--- src/sv/lzss_fbd_pkg.sv ---
package lzss_fbd_pkg;

    localparam int unsigned HISTORY_DEPTH = 4096;
    localparam int unsigned HIST_AW       = $clog2(HISTORY_DEPTH);
    localparam int unsigned LIMIT_W       = 21;
    localparam logic [LIMIT_W-1:0] DEFAULT_LIMIT = LIMIT_W'(1048576);
    localparam int unsigned TOKENS_PER_FLAG = 8;
    localparam int unsigned LEN_BIAS      = 3;
    localparam int unsigned LEN_W         = 5;

    localparam int unsigned CMD_QUEUE_DEPTH    = 4;
    localparam int unsigned RESULT_QUEUE_DEPTH = 4;

    typedef enum logic [1:0] {
        ST_OK       = 2'd0,
        ST_BAD_DIST = 2'd1,
        ST_LIMIT    = 2'd2
    } status_t;

    typedef enum logic [1:0] {
        CMD_CLEAR   = 2'd0,
        CMD_LITERAL = 2'd1,
        CMD_MATCH   = 2'd2,
        CMD_TERM    = 2'd3
    } cmd_kind_t;

    typedef struct packed {
        logic [7:0] data_in;
        logic       stream_start;
    } in_t;

    typedef struct packed {
        logic [7:0] out_byte;
        logic       byte_valid;
        logic       run_last;
        logic       stream_end;
        status_t    status;
    } out_t;

    typedef struct packed {
        cmd_kind_t          kind;
        logic [7:0]         lit;
        logic [HIST_AW-1:0] offset;
        logic [LEN_W-1:0]   len;
    } cmd_t;

endpackage

--- src/sv/lzss_fbd_front.sv ---
module lzss_fbd_front
    import lzss_fbd_pkg::*;
(
    input  logic clk,
    input  logic rst_n,
    input  logic push,
    output logic full,
    input  in_t  item,
    output logic cmd_push,
    output cmd_t cmd,
    input  logic cmd_full
);

    typedef enum logic [1:0] {
        PH_FLAG     = 2'd0,
        PH_TOKEN    = 2'd1,
        PH_MATCH_HI = 2'd2
    } phase_t;

    phase_t     phase_reg, phase_next, ph;
    logic [7:0] flag_reg, flag_next;
    logic [3:0] tokens_reg, tokens_next, tokens_dec;
    logic [7:0] low_reg, low_next;
    logic       accept;

    assign full       = cmd_full;
    assign accept     = push && !cmd_full;
    assign ph         = item.stream_start ? PH_FLAG : phase_reg;
    assign tokens_dec = (tokens_reg != 4'd0) ? tokens_reg - 4'd1 : 4'd0;

    always_comb
    begin
        phase_next  = phase_reg;
        flag_next   = flag_reg;
        tokens_next = tokens_reg;
        low_next    = low_reg;
        cmd_push    = 1'b0;
        cmd.kind    = CMD_CLEAR;
        cmd.lit     = item.data_in;
        cmd.offset  = {item.data_in[3:0], low_reg};
        cmd.len     = LEN_W'(item.data_in[7:4]) + LEN_W'(LEN_BIAS);
        if (accept)
        begin
            // a start byte is always a flag byte, so the clear is its only command
            if (item.stream_start)
            begin
                cmd_push = 1'b1;
                cmd.kind = CMD_CLEAR;
            end
            unique case (ph)
                PH_FLAG:
                begin
                    flag_next   = item.data_in;
                    tokens_next = 4'(TOKENS_PER_FLAG);
                    phase_next  = PH_TOKEN;
                end
                PH_TOKEN:
                begin
                    if (flag_reg[0])
                    begin
                        cmd_push    = 1'b1;
                        cmd.kind    = CMD_LITERAL;
                        flag_next   = flag_reg >> 1;
                        tokens_next = tokens_dec;
                        phase_next  = (tokens_dec == 4'd0) ? PH_FLAG : PH_TOKEN;
                    end
                    else
                    begin
                        low_next   = item.data_in;
                        phase_next = PH_MATCH_HI;
                    end
                end
                PH_MATCH_HI:
                begin
                    cmd_push = 1'b1;
                    if (low_reg == 8'd0 && item.data_in == 8'd0)
                    begin
                        // the back end drops everything after this until a restart
                        cmd.kind = CMD_TERM;
                    end
                    else
                    begin
                        cmd.kind    = CMD_MATCH;
                        flag_next   = flag_reg >> 1;
                        tokens_next = tokens_dec;
                        phase_next  = (tokens_dec == 4'd0) ? PH_FLAG : PH_TOKEN;
                    end
                end
                default:
                begin
                    phase_next = PH_FLAG;
                end
            endcase
        end
    end

    always_ff @(posedge clk or negedge rst_n)
    begin
        if (!rst_n)
        begin
            phase_reg  <= PH_FLAG;
            flag_reg   <= '0;
            tokens_reg <= '0;
            low_reg    <= '0;
        end
        else
        begin
            phase_reg  <= phase_next;
            flag_reg   <= flag_next;
            tokens_reg <= tokens_next;
            low_reg    <= low_next;
        end
    end

endmodule

--- config.mk ---
export PLATFORM = sky130hd
export DESIGN_NAME = lzss_fbd_front
export DESIGN_NICKNAME = d
export VERILOG_FILES = /design/src/sv/lzss_fbd_pkg.sv /design/src/sv/lzss_fbd_front.sv
export SDC_FILE = /design/constraint.sdc
export NUM_CORES = 1
export LEC_CHECK = 0
export CAP_MARGIN = 20
export CORE_MARGIN = 1.5
export CORE_UTILIZATION = 30
export CTS_BUF_LIST = sky130_fd_sc_hd__clkbuf_4 sky130_fd_sc_hd__clkbuf_8
export DETAILED_ROUTE_END_ITERATION = 10
export DONT_BUFFER_PORTS = 1
export GPL_ROUTABILITY_DRIVEN = 0
export PLACE_DENSITY = 0.5
export SLEW_MARGIN = 20
export SYNTH_ARGS = -nofsm -noshare
export SYNTH_HDL_FRONTEND = slang
export SYNTH_SLANG_ARGS = --single-unit
--- constraint.sdc ---
create_clock -name clk -period 2.7 [get_ports clk]
set_clock_uncertainty 0.1 [all_clocks]
set_input_delay 0.27 -clock clk [delete_from_list [all_inputs] [get_ports clk]]
set_output_delay 0.27 -clock clk [all_outputs]
set_load 0.01 [all_outputs]
==> flow_summary.ini, run 1 <==
[run_status]
status = complete, no violations

[yosys]
synth_ff_type = dfrtp_1
ys_seq_elements = 22
synth_edf_count = 0
synthTopCellsByArea = dfrtp_1 39%, mux2_2 8.0%, mux2_4 7.5%
postSynthCellCount = 121
synthMostInstantiatedCell = dfrtp_1
syn_nets = 141
yosysTopAreaCell = dfrtp_1
synthArstFlopShare = 1.000
syn_avg_cell_area_sq_um = 11.57
ys_types = 35
synth_top_area_frac = 0.3932
syn-cell-area_sq_mm = 0.001400
synthTopCellsByCount = 22 x dfrtp_1, 13 x buf_4, 10 x mux2_2
synth_seq_area_share = 0.3932
ys.warnings.count = 0

[route]
viasPerCell = 5.323
drt_iter0_markers = 32
ant_nets = 0
totalWireLength_microns = 2854
wire_per_inst_microns = 17.40
drc = 0
vias = 873
drt_first_pass_iters = 4

[cells_and_area]
final_core_util = 0.3203
layout-drive-gt1-share = 0.2589
num_antenna_cells = 0
layout.nets = 133
multi_input_area_sq_um = 694.4
syn_to_final_growth_pct = 0.9833
regArea_sq_um = 550.5
nFillCells = 442

[global_route]
grt_start_max_net_pins = 23
grt_overflow = 0
grt_pass1_vias = 895
grt_util_all_layers = 0.1197
antenna_found_initial = 0
grt_pass1_wl_microns = 4781

[placement]
dp_hpwl_microns = 2169
portBuffers = 0

[worst_setup_path]
r2r-start = phase_reg[0]$_DFFE_PN0P_
r2r_end = flag_reg[5]$_DFFE_PN0P_
path_cells = nand2b_1 > ha_1 > inv_1 > nor2_1 > nor2b_1 > nor2_1
endpoint_kind = output port
timing.critical_path.mode_cell = nor2_1
crit_buf_inv = 1
required_ps = 2330
cp.arrival_ps = 2160
slowest_delay_ps = 530
reg2reg_slack_ps = 520
cp_top_family = simple AND/OR/NAND/NOR gates
critPathMaxFanout = 13
reg2reg_depth = 6
worstSetupPathType = reg -> out
crit_path_start_kind = flop
slowest_stage = nor2_1

[floorplanning]
fp-row-count = 24
die-area_sq_mm = 0.005086
coreArea_sq_mm = 0.004414
die_h_microns = 71.32
die_x_microns = 71.32
start_util = 0.3172
io_pins = 42

[clock_network]
cts-root-buf = clkbuf_8
cts_tree = done
cts_resized = 0
clockBufferDepth = 2
clock-sinks = 22
clk_pin_slew_ps = 80
insertion_delay_ps = 260
post_cts_buffers = 0
h-tree-depth = 1
numCtsBuffers = 3

[power_and_ir_drop]
ir_drop_uv = 187.4
p_per_area_mw_per_mm2 = 826.0
power.leakage_nw = 0.6125

[timing]
maxSlewHeadroom = 0.6075
fin_tns_setup_ps = 0
period_share = 0.9357
setup_violations = 0
worst_pin_slew_ps = 586.7
grt_setup_unrepaired = false
fin_crit_ps = 2526
max_freq_mhz = 395.8
finalHoldViolations = 0
slew_violations = 0

[worst_hold_path]
hold_depth = 1
whs_endpoint = low_reg[1]$_DFFE_PN0P_
hold_class = in -> reg
hp-start = item[2]

[run]
drv_cap = 0
[layout make-up]
type                       instances  share of cell area
clock buffer                       4             0.03894
inverter                           9             0.02389
multi-input combinational         75              0.4911
sequential                        22              0.3894
tap                               52             0.04602
timing repair buffer               2             0.01062
[kinds of logic (layout without fill, tap and decap cells)]
group           count (synthesis)  in the layout  synth area share
compound gates                 22             22            0.1323
xor+xnor                        2              2           0.01251
fa+ha+maj                       7              7           0.06255
buf+inv                        24             15            0.1108
flops                          22             22            0.3932
mux                            17             17            0.1555
simple gates                   27             27            0.1331
[report_power, final]
part	internal [mW]	leakage (nW)	total (mW)	switching [mW]
clock	0.130	0.0288	0.239	0.109
sequential	0.451	0.273	0.608	0.157
combinational	0.180	0.311	0.321	0.141
total	0.761	0.612	1.17	0.407
[how the worst max path moves through the flow]
stage,start,end,slack [ps],cells after the start
after global placement,item[0],cmd_push,450,6
final,phase_reg[0]$_DFFE_PN0P_,cmd_push,170,6
after floorplan,phase_reg[1]$_DFFE_PN0P_,flag_reg[2]$_DFFE_PN0P_,750,8
after detailed placement,item[0],cmd_push,440,6
after global routing,phase_reg[0]$_DFFE_PN0P_,cmd_push,7,6
after CTS,phase_reg[0]$_DFFE_PN0P_,cmd_push,160,6
[layout by cell type, fill, tap and decap left out]
master and n:
and3b_1 1, a211oi_1 1, nor2_1 6, o211ai_1 1
o2bb2ai_1 3, and2_1 1, clkbuf_8 4, mux2_4 7
buf_2 1, a22oi_1 1, a31oi_1 1, nand2_1 1
nor2b_1 2, nand3_1 1, inv_1 9, nor2_2 1
and4bb_2 1, a32oi_1 1, nand4_1 1, a21oi_1 2
nand2_4 1, nor4_4 1, a41oi_4 1, dfrtp_1 22
nand2b_1 4, nor4_2 2, a41oi_1 1, a22o_1 6
xnor2_1 2, o21ai_0 3, o21a_1 1, mux2_2 10
ha_1 7, dlygate4sd3_1 1, nor3_1 4
[stage by stage]
step,std cells,hold WS (ps),instance area [sq um],worst slack (ps),power [mW]
6_report,164,52.74,1414,173.6,1.168
5_1_grt,164,37.06,1414,7.305,1.250
4_1_cts,163,47.91,1409,157.3,1.180
3_5_place_dp,158,-124.6,1344,441.0,0.9283
3_3_place_gp,158,-124.3,1344,451.1,0.9099
2_1_floorplan,121,-125.6,1400,747.4,0.8745
[repair_timing]
action	CTS	global route
endpoints found under the hold margin	22	22
setup endpoints to repair	0	0
hold buffers	1	1
[routing by layer]
metal  vias to the layer above  global-route usage  share of wire  wire length (microns)
li1                        398                   -              -                      -
met1                       441              0.1658           0.46                   1310
met2                        30              0.1883           0.47                   1349
met3                         4             0.02672          0.059                    168
met4                         0             0.03354         0.0088                     25
met5                         -                   0              0                      0
Note: power is estimated with default switching activity, not from simulation.
==> inputs of run 2 (changes only) <==
Settings changed: GPL_TIMING_DRIVEN set to 0.
==> flow_summary.ini, run 2 (synthesis results as in run 1) <==
[power_and_ir_drop]
power.leakage_nw = 0.6889
netSwitchingFraction = 0.3464
ir_drop_uv = 318.1
p_seq_frac = 0.509
p_switching_mw = 0.4127
p_per_area_mw_per_mm2 = 775.4
clkPwrFrac = 0.200
pwr-share-comb = 0.291
p_total_mw = 1.191
p_int_mw = 0.7787

[timing]
period_share = 0.8639
fin_crit_ps = 2332
hold_slack_ps = 53.04
finalHoldViolations = 0
setup_violations = 0
maxSlewHeadroom = 0.6154
grt_setup_unrepaired = false
fin_tns_setup_ps = 0
worst_pin_slew_ps = 574.8
slew_violations = 0
max_freq_mhz = 428.7

[route]
wl_met2_microns = 1348
viasPerCell = 5.218
wire_per_inst_microns = 16.46
ant_nets = 0
routed-wl-met3_microns = 143
totalWireLength_microns = 2946
drt_iter0_markers = 53
dr.max_layer_used = met4
wl_met1_microns = 1442
vias = 934
drt_first_pass_iters = 4
drc = 0

[floorplanning]
die_h_microns = 71.32
fp-row-count = 24
io_pins = 42
start_util = 0.3172
coreArea_sq_mm = 0.004414
die_x_microns = 71.32
die-area_sq_mm = 0.005086

[clock_network]
clockBufferDepth = 2
h-tree-depth = 1
numCtsBuffers = 3
clock-sinks = 22
post_cts_buffers = 0
insertion_delay_ps = 260
cts_tree = done
clk_pin_slew_ps = 80
cts-root-buf = clkbuf_8

[cells_and_area]
nFillCells = 437
layout-drive-gt1-share = 0.3465
final_core_util = 0.3481
mostFrequentLayoutCell = dfrtp_1
num_antenna_cells = 0
mostFrequentLayoutCells = 22 x dfrtp_1, 13 x buf_4, 10 x mux2_2
multi_input_area_sq_um = 694.4
fin_area_sq_mm = 0.001536
regArea_sq_um = 550.5
syn_to_final_growth_pct = 9.741
layout.nets = 148

[worst_setup_path]
r2r-start = phase_reg[1]$_DFFE_PN0P_
slowest_delay_ps = 470
slowest_stage = nor2_1
cp.arrival_ps = 1960
required_ps = 2330
path_cells = nand2b_1 > ha_1 > inv_1 > nor2_1 > nor2b_1 > nor2_1
cp_top_family = simple AND/OR/NAND/NOR gates
crit_start = phase_reg[0]$_DFFE_PN0P_
crit_path_start_kind = flop
crit_buf_inv = 1
reg2reg_slack_ps = 550
critPathMaxFanout = 8
endpoint_kind = output port
worstSetupPathType = reg -> out
timing.critical_path.mode_cell = nor2_1

[global_route]
grt_util_all_layers = 0.1192
antenna_found_initial = 0
grt_overflow = 0
grt_start_max_net_pins = 23
grt_pass1_wl_microns = 4823
grt_pass1_vias = 957

[worst_hold_path]
hp-start = item[1]
hold_class = in -> reg

[placement]
post_dp_cell_area_sq_mm = 0.001465
dp_hpwl_microns = 2199
portBuffers = 0

[run_status]
status = complete, no violations

[run]
drv_cap = 0
[run 2: power groups by stage]
stage / logic [mW] / clock network [mW] / registers [mW]
floorplan: 0.295 / 0 / 0.580
global placement: 0.329 / 0 / 0.607
detailed placement: 0.339 / 0 / 0.612
CTS: 0.350 / 0.247 / 0.606
global route: 0.387 / 0.262 / 0.625
finish: 0.347 / 0.238 / 0.606
[run 2: area by class of cell]
cell class	count	area share
inverters	9	0.02199
clock buffers	4	0.03583
plain buffers	15	0.07981
flip-flops and latches	22	0.3583
well taps	52	0.04235
multi-input cells	75	0.4520
repair buffers	2	0.009772
[run 2: what timing repair did]
item,4_1_cts,5_1_grt
endpoints found under the setup margin,0,1
gates resized for setup,0,2
endpoints found under the hold margin,22,22
hold buffers,1,1
[run 2: through the flow]
step / setup WS (ps) / instances
floorplan: 747.4 / 121
global placement: 467.7 / 173
detailed placement: 462.7 / 173
CTS: 181.8 / 178
global route: 149.7 / 179
finish: 367.5 / 179
[run 2: layer usage]
| metal | vias to the layer above | track usage |
|---|---|---|
| li1 | 434 | - |
| met1 | 473 | 0.1735 |
| met2 | 25 | 0.1800 |
| met3 | 2 | 0.03376 |
| met4 | 0 | 0.01887 |
| met5 | - | 0 |
[run 2: path summary, 6_finish.rpt]
check                           cells past startpoint                   endpoint
worst max register to register                      8    flag_reg[2]$_DFFE_PN0P_
max in group asynchronous                           2    flag_reg[2]$_DFFE_PN0P_
min in group asynchronous                           2  tokens_reg[1]$_DFFE_PN0P_
worst min-delay path                                1     low_reg[0]$_DFFE_PN0P_
worst max-delay path                                6                   cmd_push
worst min register to register                      1    flag_reg[3]$_DFFE_PN0P_
