[src/sv/lzss_fbd_pkg.sv]
package lzss_fbd_pkg;

    localparam int unsigned HISTORY_DEPTH = 4096;
    localparam int unsigned HIST_AW       = $clog2(HISTORY_DEPTH);
    localparam int unsigned LIMIT_W       = 21;
    localparam logic [LIMIT_W-1:0] DEFAULT_LIMIT = LIMIT_W'(1048576);
    localparam int unsigned TOKENS_PER_FLAG = 8;
    localparam int unsigned LEN_BIAS      = 3;
    localparam int unsigned LEN_W         = 5;

    localparam int unsigned CMD_QUEUE_DEPTH    = 4;
    localparam int unsigned RESULT_QUEUE_DEPTH = 4;

    typedef enum logic [1:0] {
        ST_OK       = 2'd0,
        ST_BAD_DIST = 2'd1,
        ST_LIMIT    = 2'd2
    } status_t;

    typedef enum logic [1:0] {
        CMD_CLEAR   = 2'd0,
        CMD_LITERAL = 2'd1,
        CMD_MATCH   = 2'd2,
        CMD_TERM    = 2'd3
    } cmd_kind_t;

    typedef struct packed {
        logic [7:0] data_in;
        logic       stream_start;
    } in_t;

    typedef struct packed {
        logic [7:0] out_byte;
        logic       byte_valid;
        logic       run_last;
        logic       stream_end;
        status_t    status;
    } out_t;

    typedef struct packed {
        cmd_kind_t          kind;
        logic [7:0]         lit;
        logic [HIST_AW-1:0] offset;
        logic [LEN_W-1:0]   len;
    } cmd_t;

endpackage

[src/sv/lzss_fbd_fifo.sv]
module lzss_fbd_fifo
    import lzss_fbd_pkg::*;
#(
    parameter int unsigned WIDTH = 8,
    parameter int unsigned DEPTH = CMD_QUEUE_DEPTH
)
(
    input  logic                     clk,
    input  logic                     rst_n,
    input  logic                     wr_en,
    input  logic [WIDTH-1:0]         wr_data,
    input  logic                     rd_en,
    output logic [WIDTH-1:0]         rd_data,
    output logic                     full,
    output logic                     empty,
    output logic [$clog2(DEPTH):0]   count
);

    localparam int unsigned AW = $clog2(DEPTH);

    logic [WIDTH-1:0] mem_reg [DEPTH];
    logic [AW-1:0]    wr_ptr_reg, wr_ptr_next;
    logic [AW-1:0]    rd_ptr_reg, rd_ptr_next;
    logic [AW:0]      count_reg, count_next;
    logic             do_wr, do_rd;

    assign full    = (count_reg == (AW+1)'(DEPTH));
    assign empty   = (count_reg == '0);
    assign count   = count_reg;
    assign rd_data = mem_reg[rd_ptr_reg];
    assign do_wr   = wr_en && !full;
    assign do_rd   = rd_en && !empty;

    always_comb
    begin
        wr_ptr_next = wr_ptr_reg;
        rd_ptr_next = rd_ptr_reg;
        count_next  = count_reg;
        if (do_wr)
        begin
            wr_ptr_next = (wr_ptr_reg == AW'(DEPTH - 1)) ? '0 : wr_ptr_reg + AW'(1);
        end
        if (do_rd)
        begin
            rd_ptr_next = (rd_ptr_reg == AW'(DEPTH - 1)) ? '0 : rd_ptr_reg + AW'(1);
        end
        if (do_wr && !do_rd)
        begin
            count_next = count_reg + (AW+1)'(1);
        end
        else if (do_rd && !do_wr)
        begin
            count_next = count_reg - (AW+1)'(1);
        end
    end

    always_ff @(posedge clk or negedge rst_n)
    begin
        if (!rst_n)
        begin
            wr_ptr_reg <= '0;
            rd_ptr_reg <= '0;
            count_reg  <= '0;
        end
        else
        begin
            wr_ptr_reg <= wr_ptr_next;
            rd_ptr_reg <= rd_ptr_next;
            count_reg  <= count_next;
        end
    end

    always_ff @(posedge clk)
    begin
        if (do_wr)
        begin
            mem_reg[wr_ptr_reg] <= wr_data;
        end
    end

endmodule

[config.mk]
export PLATFORM = sky130hd
export DESIGN_NAME = lzss_fbd_fifo
export DESIGN_NICKNAME = d
export VERILOG_FILES = /design/src/sv/lzss_fbd_pkg.sv /design/src/sv/lzss_fbd_fifo.sv
export SDC_FILE = /design/constraint.sdc
export NUM_CORES = 1
export LEC_CHECK = 0
export ABC_CLOCK_PERIOD_IN_PS = 4900
export BUFFER_PORTS_ARGS = -buffer_cell sky130_fd_sc_hd__buf_2
export CELL_PAD_IN_SITES_DETAIL_PLACEMENT = 1
export CELL_PAD_IN_SITES_GLOBAL_PLACEMENT = 1
export CORE_ASPECT_RATIO = 1.2
export CORE_MARGIN = 2
export CORE_UTILIZATION = 51
export CTS_CLUSTER_SIZE = 16
export DETAILED_ROUTE_END_ITERATION = 16
export PLACE_DENSITY_LB_ADDON = 0.1
export RECOVER_POWER = 25
export SKIP_LAST_GASP = 1
export SLEW_MARGIN = 40
export SYNTH_ARGS = -nofsm -noshare
export SYNTH_HDL_FRONTEND = slang
export SYNTH_SLANG_ARGS = --single-unit
[constraint.sdc]
create_clock -name clk -period 4.9 [get_ports clk]
set_input_delay 0.735 -clock clk [delete_from_list [all_inputs] [get_ports clk]]
set_output_delay 0.735 -clock clk [all_outputs]
set_load 0.03 [all_outputs]
==> impl.org, run 1 <==
** Run status
- Status :: finished clean

** Clock network
- Clock sinks :: 39
- The number of clock buffers added by TritonCTS is 5.
- CTS H-Tree Depth :: 2
- The root buffer cell chosen for the clock tree is sky130_fd_sc_hd__clkbuf_4.
- Post-CTS repair changed the size of 0 cells.
- The clock passes through at most 2 buffers.
- The clock reaches the later pin of the worst-skew pair after 0.35 ns.
- Clock-pin slew was measured on the worst setup and hold paths at 0.12 ns.
- TritonCTS built the clock tree.
- Hold repair after CTS inserted 0 buffers.
- Once the clock tree was built, the setup fixing pass inserted 0 buffers.

** Synthesis
- Yosys instantiated no cell more often than sky130_fd_sc_hd__edfxtp_1.
- Mean instance size in the synthesized netlist :: 20.5 µm²
- After synthesis, the netlist uses 19 different library cells.
- Main area contributors after synthesis :: sky130_fd_sc_hd__edfxtp_1 (59%), sky130_fd_sc_hd__mux4_2 (11%), sky130_fd_sc_hd__dfrtp_1 (11%)
- Top cells by count, synth :: sky130_fd_sc_hd__edfxtp_1 (32), sky130_fd_sc_hd__mux4_2 (8), sky130_fd_sc_hd__dfrtp_1 (7)
- Post-Synthesis Net Count :: 98
- The mapped netlist covers 1620 µm².
- Gate count after technology mapping :: 79
- Sequential elements use 70.1% of the synthesized area.
- Post-synthesis register bit count :: 39
- Summed over all instances, the cell type with the most area after synthesis is sky130_fd_sc_hd__edfxtp_1.
- Number of enable-type register cells in the synthesized netlist :: 32
- Fraction of registers with async set/reset :: 17.9%
- After synthesis, the largest area contributor takes up 59.3% of total cell area.
- Primary flip-flop cell chosen by synthesis mapping :: sky130_fd_sc_hd__edfxtp_1
- Yosys warnings :: 0

** STA
- The worst path uses 53.5% of the clock period.
- FMAX :: 382 MHz
- Shortest period the worst path allows :: 2.62 ns
- Worst Slack Setup Final :: 2.28 ns
- Relative slew slack :: 58.7%
- The count of final hold-check violations came to 0.
- Setup TNS after final layout :: 0 ns
- Fin Clk Skew :: 0.0174 ns
- Setup violations remaining at the end of the flow were counted as 0.
- Setup repair after global routing left no endpoint under its margin.
- Number of max-slew violations in the final report :: 0
- At the pin with the least slew margin, the transition time is 0.620 ns.

** Floorplanning
- Number of cell rows :: 22
- Once the floorplan was initialized, standard cells occupied 53.0% of the core.
- I/O pin count :: 25
- The die is 65.7 µm tall.
- From left edge to right edge, the die measures 55.5 µm.
- In this run the standard cell core region covers 3060 µm².
- Total Die Area :: 3650 µm²

** Detailed routing
- Count of unresolved DRC violations after routing :: 0
- Iteration-0 DRC count of the detailed router :: 14
- Average wire per cell in the routed design :: 19.9 µm
- The first detailed-routing pass ran for 4 iterations.
- Detail-routed via count per cell :: 5.48
- For this block, the via count after detailed routing is 789.
- In this run the remaining antenna-violating nets after routing total 0.
- Wirelength, routed :: 2860 µm

** GRT
- Total congestion overflow after global routing :: 0
- First-pass GRT wire length :: 4830 µm
- In the global route stage, overall resource usage came out at 18.5%.
- Largest net degree at the start of global routing :: 13
- Number of antenna violations at the first check in global routing :: 0
- The number of global-route vias before repair is 904.

** Critical path
- For the worst setup path, the data required time is 4.16 ns.
- STA classifies the critical path startpoint as a flop.
- Setup slack, reg-to-reg :: 2.80 ns
- Endpoint type of the worst setup path :: primary output
- Data on the critical path arrives at its endpoint at 1.89 ns.
- Type of the worst setup path :: reg2out
- Worst Path Max Fanout :: 11

** Cells and area
- Post-route design area :: 1860 µm²
- Number of diodes added for antenna fixing :: 0
- Layout Nets :: 126
- Cells with a size suffix above 1 make up 41.7% of the layout.
- From synthesis to final layout, the design area changed by 14.7%.
- Share of the core filled with cells in the final layout :: 60.9%
- The register with the most flip-flops in the layout has 32 of them.

** Placed design
- At the end of routability-driven placement, the weighted congestion stood at 0.658.
- Number of input and output port buffers inserted :: 24
- Detailed placement HPWL :: 2080 µm
- Placement-stage cell area :: 1770 µm²
- Setup slack after placement :: 2.54 ns

** Job
- Max-cap violations :: 0

** Pwr
- VDD sags by at most 0.000377 V.
- Power density relative to cell area :: 679 nW/µm²
- Lkg Pwr :: 0.701 nW

** Hold path
- Classification of the worst-slack hold path :: in2async
cells by family after synthesis:
logic type               count (synthesis)  share of synthesized area (%)
flip-flops                              39                           70.1
multiplexers                            13                           15.1
AND/OR/NAND/NOR                         11                           5.41
adder cells (fa/ha/maj)                  7                           5.87
buffers and inverters                    6                           1.93
XOR/XNOR                                 3                           1.62
cells in the final DEF (no fill, tap or decap):
| cell | netlist | layout |
|---|---|---|
| sky130_fd_sc_hd__xor2_1 | 2 | 2 |
| sky130_fd_sc_hd__and2_2 | 4 | 4 |
| sky130_fd_sc_hd__nor2b_2 | 1 | 1 |
| sky130_fd_sc_hd__fa_1 | 1 | 1 |
| sky130_fd_sc_hd__nand2b_4 | 1 | 1 |
| sky130_fd_sc_hd__nor2_1 | 3 | 3 |
| sky130_fd_sc_hd__nor3_1 | 1 | 1 |
| sky130_fd_sc_hd__bufinv_16 | 0 | 2 |
| sky130_fd_sc_hd__mux2_2 | 3 | 3 |
| sky130_fd_sc_hd__dfrtp_1 | 7 | 7 |
| sky130_fd_sc_hd__clkbuf_1 | 0 | 7 |
| sky130_fd_sc_hd__nor3b_4 | 1 | 1 |
| sky130_fd_sc_hd__edfxtp_1 | 32 | 32 |
| sky130_fd_sc_hd__xnor2_1 | 1 | 1 |
| sky130_fd_sc_hd__mux2_4 | 2 | 2 |
| sky130_fd_sc_hd__buf_2 | 1 | 18 |
| sky130_fd_sc_hd__inv_1 | 3 | 3 |
| sky130_fd_sc_hd__ha_1 | 6 | 6 |
| sky130_fd_sc_hd__clkbuf_4 | 0 | 5 |
| sky130_fd_sc_hd__mux4_2 | 8 | 8 |
final timing paths:
path | cells past startpoint | to | from
max | 2 | rd_data[2] | rd_ptr_reg[0]
min | 1 | rd_ptr_reg[0] | rst_n
min in group clk | 1 | count[2] | count[2]
min reg2reg | 1 | count[2] | count[2]
max in group asynchronous | 1 | rd_ptr_reg[1] | rst_n
max reg2reg | 8 | count[2] | count[2]
layer usage:
metal  track usage, %  part of all wire (%)
met1             20.7                    38
met2             33.6                    54
met5                0                     0
met4             6.40                   1.5
met3             5.31                   6.8
worst max-delay path, stage by stage, from the launching register on:
cell,delay [ns]
sky130_fd_sc_hd__dfrtp_1,0.76
sky130_fd_sc_hd__mux4_2,0.58
sky130_fd_sc_hd__buf_2,0.19
report_power, final:
group	leakage, nW	internal (mW)	total [mW]	switching (mW)
Sequential	0.375	0.448	0.536	0.0879
Combinational	0.273	0.203	0.464	0.261
Clock	0.0525	0.159	0.262	0.103
Total	0.701	0.810	1.26	0.452
through the flow:
| stage | total power, mW | hold WS, ns | instances |
|---|---|---|---|
| global route | 1.34 | 0.286 | 144 |
| global placement | 0.986 | 0.508 | 136 |
| CTS | 1.28 | 0.186 | 144 |
| finish | 1.26 | 0.263 | 144 |
| floorplan | 0.886 | 0.439 | 79 |
| detailed placement | 1.02 | 0.524 | 136 |
layout make-up:
type / count / area (µm²)
Timing Repair Buffer: 24 / 113
Fill cell: 282 / 1200
Multi-Input combinational cell: 34 / 453
Inverter: 3 / 11.3
Sequential cell: 39 / 1140
Tap cell: 36 / 45.0
Clock buffer: 6 / 41.3
Clock inverter: 2 / 60.1
Note: power is estimated with default switching activity, not from simulation.
==> run 2, diff against run 1 <==
--- a/config.mk
+++ b/config.mk
@@ -5,13 +5,14 @@
 export SDC_FILE = /design/constraint.sdc
 export NUM_CORES = 1
 export LEC_CHECK = 0
-export ABC_CLOCK_PERIOD_IN_PS = 4900
+export ABC_AREA = 1
+export ABC_CLOCK_PERIOD_IN_PS = 2500
 export BUFFER_PORTS_ARGS = -buffer_cell sky130_fd_sc_hd__buf_2
 export CELL_PAD_IN_SITES_DETAIL_PLACEMENT = 1
 export CELL_PAD_IN_SITES_GLOBAL_PLACEMENT = 1
 export CORE_ASPECT_RATIO = 1.2
 export CORE_MARGIN = 2
-export CORE_UTILIZATION = 51
+export CORE_UTILIZATION = 44
 export CTS_CLUSTER_SIZE = 16
 export DETAILED_ROUTE_END_ITERATION = 16
 export PLACE_DENSITY_LB_ADDON = 0.1
==> constraint.sdc (replaced) <==
create_clock -name clk -period 2.5 [get_ports clk]
set_input_delay 0.375 -clock clk [delete_from_list [all_inputs] [get_ports clk]]
set_output_delay 0.375 -clock clk [all_outputs]
set_load 0.03 [all_outputs]
==> run 2 against run 1 <==
  * Clock skew decreased by 0.011 ns
  * Clock power is 130% higher
  * Sequential power increased by 79%
  * Die area grew 24%
  * Sequential cell count is the same
  * Largest cell class unchanged
  * Via count is 49% higher
==> impl.org, run 2 <==
** Run status
- Status :: finished clean

** Synthesis
- Among all flip-flop cells after synthesis, the most frequent one is sky130_fd_sc_hd__edfxtp_1.
- The fraction of post-synthesis cell area in the top cell type by area came to 54.6% (-4.7 points).
- The sequential fraction of the synthesis area was 64.6% (-5.5 points).
- Number of enable-type register cells in the synthesized netlist :: 32 (unchanged)
- Count of cell types in the netlist :: 16 (-3)
- The net count of the mapped netlist is 173 (+77%).
- By count the netlist is led by sky130_fd_sc_hd__nand2_1 (38), sky130_fd_sc_hd__edfxtp_1 (32), sky130_fd_sc_hd__inv_1 (31).
- Post-synthesis share of cell area spent on xor and xnor gates :: 0.498% (-1.1 points)
- Gate count after technology mapping :: 154 (+95%)
- By area, the combinational part of the netlist is dominated by simple AND/OR/NAND/NOR gates.
- Synth area leader :: sky130_fd_sc_hd__edfxtp_1
- The synthesis warning total came to 0 (unchanged).
- Mean instance size in the synthesized netlist :: 11.4 µm² (-44%)
- Post-synthesis register bit count :: 39 (unchanged)
- Post-synthesis adder-cell area fraction :: 5.41% (-0.46 points)
- The fraction of registers with async set/reset was 17.9% (unchanged).
- The mux cell area share after synthesis came to 0% (-15 points).
- Fraction of the mapped netlist area in compound gates :: 7.40% (+7.4 points)
- The combined area of all synthesized cells was 1760 µm² (+8.6%).
- Main area contributors after synthesis :: sky130_fd_sc_hd__edfxtp_1 (55%), sky130_fd_sc_hd__dfrtp_1 (10%), sky130_fd_sc_hd__nand2_1 (8.1%)
- The basic-gate share of the synthesized area counting and, or, nand and nor cells was 12.1% (+6.7 points).
- Most frequent cell after synthesis :: sky130_fd_sc_hd__nand2_1

** STA
- Setup repair after global routing left no endpoint under its margin.
- The count of endpoints failing setup in the final report is 0 (unchanged).
- The count of final hold-check violations came to 0 (unchanged).
- The post-route setup TNS is 0 ns (unchanged).
- The transition time at the pin with the least slew margin came to 0.403 ns (-0.217 ns).
- Fin Clk Skew :: 0.00662 ns (-0.0107 ns)
- The minimum hold slack came to 0.313 ns (+0.0503 ns).
- Shortest period the worst path allows :: 1.90 ns
- Worst Slack Setup Final :: 0.597 ns (-1.68 ns)
- The max-slew violation count was 0 (unchanged).
- Ratio of final minimum period to clock period :: 76.1%
- FMAX :: 525 MHz
- The worst slew margin relative to its limit is 73.1% (+14 points).

** GRT
- Total congestion overflow after global routing :: 0 (unchanged)
- First-pass GRT wire length :: 5430 µm (+12%)
- The initial antenna violation count is 0 (unchanged).
- Global Route Usage Sum :: 16.9% (-1.5 points)
- Largest net degree at the start of global routing :: 33 (+20)
- The number of global-route vias before repair came to 1261 (+39%).

** Placed design
- Final RePlAce weighted congestion :: 0.695 (+5.6%)
- Placement-stage cell area :: 1940 µm² (+9.6%)
- Number of input and output port buffers inserted :: 24 (unchanged)
- The pre-CTS worst setup slack was 0.586 ns (-1.95 ns).
- Number of instances in the placed design :: 233 (+71%)
- Detailed placement HPWL :: 2480 µm (+20%)

** Floorplanning
- CORE AREA :: 3880 µm² (+27%)
- The horizontal die dimension was 61.7 µm (+11%).
- The count of boundary I/O pins was 25 (unchanged).
- The number of placement rows was 25 (+14%).
- The die area came to 4520 µm² (+24%).
- The die height was 73.3 µm (+11%).
- Starting density of the core :: 45.4% (-7.7 points)

** Cells and area
- Share of the core filled with cells in the final layout :: 53.4% (-7.5 points)
- Layout Nets :: 206 (+63%)
- Commonest non-fill, non-tap cells in the layout :: sky130_fd_sc_hd__nand2_1 (38), sky130_fd_sc_hd__edfxtp_1 (32), sky130_fd_sc_hd__inv_1 (31), sky130_fd_sc_hd__buf_2 (17), sky130_fd_sc_hd__o211ai_1 (15)
- Share of cells above drive strength 1 :: 17.6% (-24 points)
- The fill cell instance count of the final layout was 437 (+55%).
- Number of diodes added for antenna fixing :: 0 (unchanged)
- Flip-flop count of the largest register, all copies and words added :: 32 (unchanged)
- Post-route design area :: 2070 µm² (+11%)
- Post-layout instance count excluding filler cells :: 242 (+68%)
- Leaving out fill and tap cells, the most frequent cell in the layout is sky130_fd_sc_hd__nand2_1.
- From synthesis to final layout, the design area changed by 17.6%.

** Clock network
- Cell chosen for the clock root :: sky130_fd_sc_hd__clkbuf_8
- The CTS sink count was 39 (unchanged).
- Maximum count of clock buffers along a single path :: 2 (unchanged)
- CTS clock-pin slew for the worst setup and hold paths :: 0.08 ns (-0.04 ns)
- Clock buffers created by TritonCTS :: 5 (unchanged)
- The count of hold-fix buffers inserted at cts was 1 (+1).
- TritonCTS built the clock tree.
- Worst-skew pair later-pin latency :: 0.29 ns (-0.06 ns)
- The post-cts resize count was 0 (unchanged).
- The H-tree depth came to 2 (unchanged).
- Buffers inserted during post-CTS setup optimization :: 0 (unchanged)

** Detailed routing
- Count of unresolved DRC violations after routing :: 0 (unchanged)
- Wirelength, routed :: 3350 µm (+17%)
- The via count normalized by instance count came to 4.87 (-11%).
- Routed signal wires occupy layers up through met4.
- Sum of met3 wire segment lengths after detailed routing :: 97 µm (-50%)
- Met2 wire length :: 1890 µm (+23%)
- The average routed wire per standard cell was 13.9 µm (-30%).
- The detailed-route wire length on metal 1 is 1320 µm (+21%).
- Detailed-route via count :: 1178 (+49%)
- Length of the first detailed-routing pass in iterations :: 2 (-2)
- Iteration-0 DRC count of the detailed router :: 14 (unchanged)
- Antenna viol nets, final :: 0 (unchanged)

** Critical path
- Among cell families on the critical path, the largest total delay comes from simple AND/OR/NAND/NOR gates.
- Critical path cell sequence :: inv_2 > nand3_1 > nand2_2 > inv_1 > ha_1 > inv_1 > fa_1 > nand2_1 > nand3_1 > nand2_1 > nand2_1
- Worst Path Max Fanout :: 7 (-4)
- The worst setup path is launched from a flop.
- Type of the worst setup path :: reg2reg
- Among all stages on the critical path, the largest delay is contributed by sky130_fd_sc_hd__dfrtp_1.
- The longest individual stage delay on the worst path is 0.44 ns (-0.32 ns).
- Endpoint type of the worst setup path :: flop
- The arrival time of the worst setup path came to 2.08 ns (+0.19 ns).
- Crit path top cell by count :: sky130_fd_sc_hd__nand2_1
- Number of buffers and inverters on the critical path :: 3 (+2)
- The required arrival time at the worst endpoint is 2.67 ns (-1.49 ns).

** Pwr
- The power consumption came to 2.71 mW (+110%).
- Lkg Pwr :: 0.924 nW (+32%)
- The power per cell area was 1310 nW/µm² (+93%).
- VDD IR-drop max :: 0.000620 V (+64%)

** Hold path
- Classification of the worst-slack hold path :: in2reg

** Job
- The reported max-cap violation count is 0 (unchanged).
run 2: final timing paths:
| kind | slack [ns] | start | endpoint | cells past startpoint |
|---|---|---|---|---|
| worst max-delay path | 0.60 | count[0] | count[2] | 11 |
| worst min-delay path | 0.31 | wr_data[6] | mem_reg[2][6] | 1 |
| worst max register to register | 0.60 | count[0] | count[2] | 11 |
| worst min register to register | 0.54 | count[2] | count[2] | 2 |
| max in group asynchronous | 1.87 | rst_n | rd_ptr_reg[1] | 2 |
| min in group asynchronous | 0.45 | rst_n | count[1] | 2 |
run 2: kinds of logic after synthesis:
logic type / Yosys count
AOI/OAI and AO/OA: 17
xor gates and xnor gates: 1
adders and majority gates: 7
buffers and inverters: 37
DFF: 39
and+or+nand+nor: 53
run 2: cell type report:
type	instances	area (µm²)	area share (%)
well taps	54	67.6	3.26
flip-flops and latches	39	1140	54.9
inverters	32	120	5.80
clock buffers	6	72.6	3.51
repair buffers	31	166	8.04
multi-input cells	78	447	21.6
clock inverters	2	60.1	2.90
run 2: power breakdown:
| group | switching [mW] | total [mW] | internal (mW) |
|---|---|---|---|
| Clock | 0.213 | 0.612 | 0.399 |
| Combinational | 0.782 | 1.14 | 0.355 |
| Sequential | 0.0840 | 0.957 | 0.873 |
| Total | 1.08 | 2.71 | 1.63 |
run 2: layer usage:
layer,GRT usage [%],vias to the layer above
met2,31.3,19
met3,4.40,5
met5,0,-
met1,18.3,581
met4,4.96,0
li1,-,573
